`src/tdpm_pkg.sv`:
```
// ----------------------------------------------------------------------------
// tdpm_pkg
// Shared widths, action codes and payload types for the table DFA matcher.
// ----------------------------------------------------------------------------
package tdpm_pkg;

   localparam int STATE_W         = 8;
   localparam int BYTE_W          = 8;
   localparam int POS_W           = 31;
   localparam int ACTION_W        = 2;
   localparam int ALPHABET_SIZE   = 256;
   localparam int STATE_LIMIT     = 256;
   localparam int RSP_QUEUE_DEPTH = 4;
   localparam int RSP_PTR_W       = 2;
   localparam int RSP_CNT_W       = 3;

   localparam logic [POS_W-1:0] POS_MAX = {POS_W{1'b1}};

   localparam logic [ACTION_W-1:0] ACT_WRITE = 2'd0;
   localparam logic [ACTION_W-1:0] ACT_MARK  = 2'd1;
   localparam logic [ACTION_W-1:0] ACT_SCAN  = 2'd2;

   typedef struct packed {
      logic [ACTION_W-1:0] action;
      logic [STATE_W-1:0]  state_index;
      logic [BYTE_W-1:0]   byte_value;
      logic [STATE_W-1:0]  target_state;
      logic                last_byte;
   } req_payload_type;

   typedef struct packed {
      logic               matched;
      logic [STATE_W-1:0] match_state;
      logic [POS_W-1:0]   position;
      logic               any_match;
      logic               end_of_buffer;
   } rsp_payload_type;

   typedef struct packed {
      logic clearing;
      logic s1_valid;
      logic s2_valid;
   } core_stat_type;

endpackage

```
`src/tdpm_rsp_queue.sv`:
```
// ----------------------------------------------------------------------------
// tdpm_rsp_queue
// Small response queue that decouples the scan pipe from the sink.
// ----------------------------------------------------------------------------
module tdpm_rsp_queue import tdpm_pkg::*; (
   input  logic                 clock,
   input  logic                 reset,
   input  logic                 push,
   input  rsp_payload_type      push_data,
   input  logic                 pop,
   output logic                 head_valid,
   output rsp_payload_type      head_data,
   output logic [RSP_CNT_W-1:0] count
);

   rsp_payload_type      slot_ff [RSP_QUEUE_DEPTH];
   logic [RSP_PTR_W-1:0] wr_ptr_ff, wr_ptr_in;
   logic [RSP_PTR_W-1:0] rd_ptr_ff, rd_ptr_in;
   logic [RSP_CNT_W-1:0] count_ff, count_in;

   // Advance pointers and occupancy
   always_comb begin
      wr_ptr_in = push ? wr_ptr_ff + 1'b1 : wr_ptr_ff;
      rd_ptr_in = pop ? rd_ptr_ff + 1'b1 : rd_ptr_ff;
      count_in  = count_ff + RSP_CNT_W'(push) - RSP_CNT_W'(pop);
   end

   always_ff @(posedge clock) begin
      if (reset) begin
         wr_ptr_ff <= '0;
         rd_ptr_ff <= '0;
         count_ff  <= '0;
      end else begin
         wr_ptr_ff <= wr_ptr_in;
         rd_ptr_ff <= rd_ptr_in;
         count_ff  <= count_in;
      end
   end

   // Store the incoming beat
   always_ff @(posedge clock) begin
      if (push) begin
         slot_ff[wr_ptr_ff] <= push_data;
      end
   end

   assign head_valid = (count_ff != '0);
   assign head_data  = slot_ff[rd_ptr_ff];
   assign count      = count_ff;

endmodule

```
`config.mk`:
```
export PLATFORM = sky130hd
export DESIGN_NAME = tdpm_rsp_queue
export DESIGN_NICKNAME = d
export VERILOG_FILES = /design/src/tdpm_pkg.sv /design/src/tdpm_rsp_queue.sv
export SDC_FILE = /design/constraint.sdc
export NUM_CORES = 1
export LEC_CHECK = 0
export BUFFER_PORTS_ARGS = -buffer_cell sky130_fd_sc_hd__buf_2
export CORE_ASPECT_RATIO = 0.9
export CORE_MARGIN = 5
export CORE_UTILIZATION = 45
export DETAILED_ROUTE_END_ITERATION = 12
export HOLD_SLACK_MARGIN = 0.12
export PLACE_DENSITY = 0.78
export SLEW_MARGIN = 25
export SYNTH_ARGS = -nofsm -noshare
export SYNTH_HDL_FRONTEND = slang
export SYNTH_SLANG_ARGS = --single-unit
```
`constraint.sdc`:
```
create_clock -name clock -period 2.05 [get_ports clock]
set_input_delay 0.41 -clock clock [delete_from_list [all_inputs] [get_ports clock]]
set_output_delay 0.41 -clock clock [all_outputs]
set_load 0.02 [all_outputs]
```
# After elaboration in Yosys (flattened, before gate mapping)
# Memory sizes are Yosys's and may differ from the RTL's. A register that Yosys moved wholly into a read port is not among the register bits.
# Index checks and enable logic that the tools add are counted.
[word_totals]
inputBits = 46
mem_bits_rw = 168
elab_cells = 13
n_memories = 1
register_bits = 7
[mem_list]
columns = ["name", "depth", "word_bits", "rd", "rd_clocked_by_memory_dff", "write_ports", "line", "text"]
rows = [
  ["slot_ff", 4, 42, 1, 1, 1, "tdpm_rsp_queue.sv:16", "rsp_payload_type slot_ff [RSP_QUEUE_DEPTH];"],
]
[classes]
reduce_logical = 1
n_addsub = 4
n_mux = 4
[ops]
columns = ["cell", "count"]
rows = [
  ["$add 2x1->2 const B", 2],
  ["$mux 2", 2],
  ["$add 3x1->3", 1],
  ["$reduce_bool 3->1", 1],
  ["$sub 3x1->3", 1],
  ["$mux 1", 2],
]

# Logic depth before layout (Yosys ltp)
[depth]
depth_word = 3
ltp_mapped = 7

# Worst setup path after synthesis
# Ideal clock, no wire load.
[synth_timing]
path_type = "register -> register"
start = "register wr_ptr_ff[0]"
end = "memory slot_ff[2][0] (netlist name), enable pin"
synth_period_minus_slack_ns = 1.959
arrival_time_ns = 1.555
stages_incl_launch_ff = 4
t_required_ns = 1.647
path_slack_ns = 0.091
path_cell_list = "dfxtp_1 > inv_1 > ha_1 > and2_1"
[synth_rtl]
columns = ["element", "line", "text"]
rows = [
  ["start: declaration", "tdpm_rsp_queue.sv:17", "logic [RSP_PTR_W-1:0] wr_ptr_ff, wr_ptr_in;"],
  ["start signal: assignment", "tdpm_rsp_queue.sv:34", "wr_ptr_ff <= wr_ptr_in;"],
  ["end: declaration", "tdpm_rsp_queue.sv:16", ""],
]
# No word-level cell before the write port.

==> flow_metrics.env <==
export IMPL_outcome="complete, but fails checks"
export IMPL_violations="negative setup slack"
export IMPL_grt_max_degree=43
export IMPL_post_dp_hpwl_mm=6.69
export IMPL_avgRoutedWirePerCell_um=18.9
export IMPL_setup_tns_ns=-2.93
export IMPL_netlist_area_um2=6550
export IMPL_cts_tree="done"
export IMPL_clk_pin_slew_ns=0.06
export IMPL_postRouteWirelength_mm=11.0
export IMPL_yosys_cell_types_count=21
export IMPL_portBuffers=91
export IMPL_layout_cells_non_filler=580
export IMPL_max_freq_ghz=0.462
export IMPL_route_detailed_drc=0
export IMPL_drt_pass1_iter_count=4
export IMPL_fin_crit_sh_pct=106
export IMPL_synth_yosys_seq_area_share_pct=79.8
export IMPL_syn2layout_area_growth_pct=22.1
export IMPL_ant_nets=0
export IMPL_finalMaxSlewViolations=0
export IMPL_leakage_nw=2.75
export IMPL_synth_net_count=314
export IMPL_worstSetupPathType="reg2out"
export IMPL_grt_usage_pct=13.9
export IMPL_root_buffer="clkbuf_16"
export IMPL_dpl_cell_area_um2=7260
export IMPL_grt_pass1_wl_mm=17.5
export IMPL_fin_ws_ns=-0.114
export IMPL_power_density_nw_per_um2=1040
export IMPL_finalHoldViolCount=0
export IMPL_vdd_drop_max_mv=0.615
export IMPL_hp_class="in2reg"
export IMPL_die_height_um=124
export IMPL_crit_fanout=20
export IMPL_drv_cap=0
export IMPL_core_um2=14200
export IMPL_n_fill_cell=1085
export IMPL_rsz0062_at_grt="true"
export IMPL_slew_headroom_pct=74.2
export IMPL_clock_sinks=177
export IMPL_row_count=41
export IMPL_htreeDepth=4
export IMPL_ys_ff_latch=177
export IMPL_grt_pass1_vias=3247
export IMPL_n_antenna_cell=0
export IMPL_io_pins=92
export IMPL_synth_warnings=0
export IMPL_tightestPinTransition_ns=0.388
export IMPL_whs_ns=0.198
export IMPL_syn_inst=261
export IMPL_final_nets=427
export IMPL_finalCriticalPeriod_ns=2.16
export IMPL_synth_avg_cell_area_um2=25.1
export IMPL_route_vias_total=2933
export IMPL_power_total_mw=8.29
export IMPL_viasPerCell=5.06
export IMPL_worstSetupStartpointType="flip-flop"
export IMPL_clock_path_buffers=2
export IMPL_multiInputGateArea_um2=1190
export IMPL_clock_latency_ns=0.42
export IMPL_regArea_um2=5230
export IMPL_grt_overflow_total=0
export IMPL_antenna_found_initial=0
export IMPL_endpoint_kind="output pin"
export IMPL_numCtsBuffers=17
export IMPL_initial_core_util_pct=46.2
export IMPL_fin_skew_ns=0.0114
export IMPL_drt_iter0_drc=164
export IMPL_drive_gt1_share_pct=47.0
export IMPL_gp_congestion=0.643
export IMPL_placed_cells=545
export IMPL_fp_dieArea_um2=17100
export IMPL_crit_required_ns=1.64
export IMPL_setup_viol=42
export IMPL_fin_area_um2=8000
export IMPL_die_w_um=137
export IMPL_arrival_ns=1.75
[power by group]
part	switching (mW)	total (mW)	internal, mW
sequential	0.0585	4.21	4.15
combinational	0.542	1.03	0.486
clock	1.27	3.05	1.78
[metal layers]
layer  wire [um]  vias to the layer above  share of wire (%)  global-route usage, %
met3         644                        9                5.9                   5.49
li1            -                     1319                  -                      -
met1        4710                     1524                 43                   18.2
met5           0                        -                  0                      0
met2        5520                       81                 50                   21.3
met4          93                        0               0.85                   4.93
[worst paths after layout]
check	start	to	slack, ns	depth (start not counted)
min	push_data[9]	slot_ff[0][9]	0.20	1
max	flip-flop	head_data[24]	-0.11	3
min reg2reg	rd_ptr_ff[0]	flip-flop	0.55	2
max reg2reg	count[0]	count[2]	0.45	7
[worst max-delay path: stages, from the launching register on]
cell     delay (ns)
dfxtp_4        0.39
buf_12         0.21
mux4_2         0.55
buf_2          0.18
[logic make-up after synthesis]
| logic type | count (synthesis) | synth area share, % |
|---|---|---|
| mux | 43 | 14.7 |
| fa+ha+maj | 7 | 1.45 |
| xor+xnor | 3 | 0.631 |
| flops | 177 | 79.8 |
| compound gates | 2 | 0.229 |
| simple gates | 13 | 1.07 |
| buf+inv | 16 | 2.10 |
[per-stage QoR]
step	setup WS [ns]	util (%)
4_1_cts	-0.160	56.1
6_report	-0.114	56.5
3_3_place_gp	0.313	51.3
3_5_place_dp	0.279	51.3
2_1_floorplan	0.0911	-
5_1_grt	-0.203	56.5
[what timing repair did]
item                                   CTS  global route
gates cloned                             2             0
endpoints found under the hold margin    0             0
setup endpoints to repair               42            42
setup buffers                            1             0
hold buffers                             0             0
pin swaps                                0             0
resized for setup                       14            19
[layout by cell type, fill, tap and decap left out]
cell type	synthesis	final
and2_2	0	4
buf_12	4	5
buf_2	4	76
mux4_1	2	1
dfxtp_4	0	1
mux4_2	40	41
or3_1	1	1
mux2i_1	1	1
nor2b_1	2	2
clkinvlp_4	0	2
fa_1	1	1
edfxtp_1	168	168
bufinv_16	0	2
a21bo_2	1	1
nor2_1	5	5
dfxtp_1	9	7
ha_1	6	6
clkinv_2	0	5
a21oi_1	1	1
clkinv_1	0	2
nand3b_1	1	1
dfxtp_2	0	1
xor3_1	1	1
xnor2_1	2	2
clkinv_4	0	2
buf_6	1	15
inv_6	0	2
buf_16	0	2
clkbuf_16	0	17
inv_1	6	6
buf_4	0	6
[synthesized netlist by cell type]
master,count,area (um2)
a21oi_1,1,5.00
or3_1,1,6.26
and2_1,4,25.0
nor2b_1,2,12.5
nor2_1,5,18.8
xor3_1,1,23.8
a21bo_2,1,10.0
fa_1,1,20.0
buf_2,4,20.0
ha_1,6,75.1
xnor2_1,2,17.5
mux4_1,2,52.6
clkbuf_1,1,3.75
nand3b_1,1,7.51
mux4_2,40,901
buf_12,4,80.1
mux2i_1,1,10.0
dfxtp_1,9,180
inv_1,6,22.5
edfxtp_1,168,5040
buf_6,1,11.3
[state kept, by name, summed over array words and instances (netlist names), named ones only]
register   cells
rd_ptr_ff      2
wr_ptr_ff      2
slot_ff      168
count          3
[area by class of cell]
class	instances	share of cell area [%]
sequential	177	65.4
clock buffer	17	5.32
clock inverter	15	1.78
inverter	6	0.282
timing repair buffer	104	9.37
multi-input combinational	68	14.8
tap	193	3.02
(Power assumes the default switching activity.)
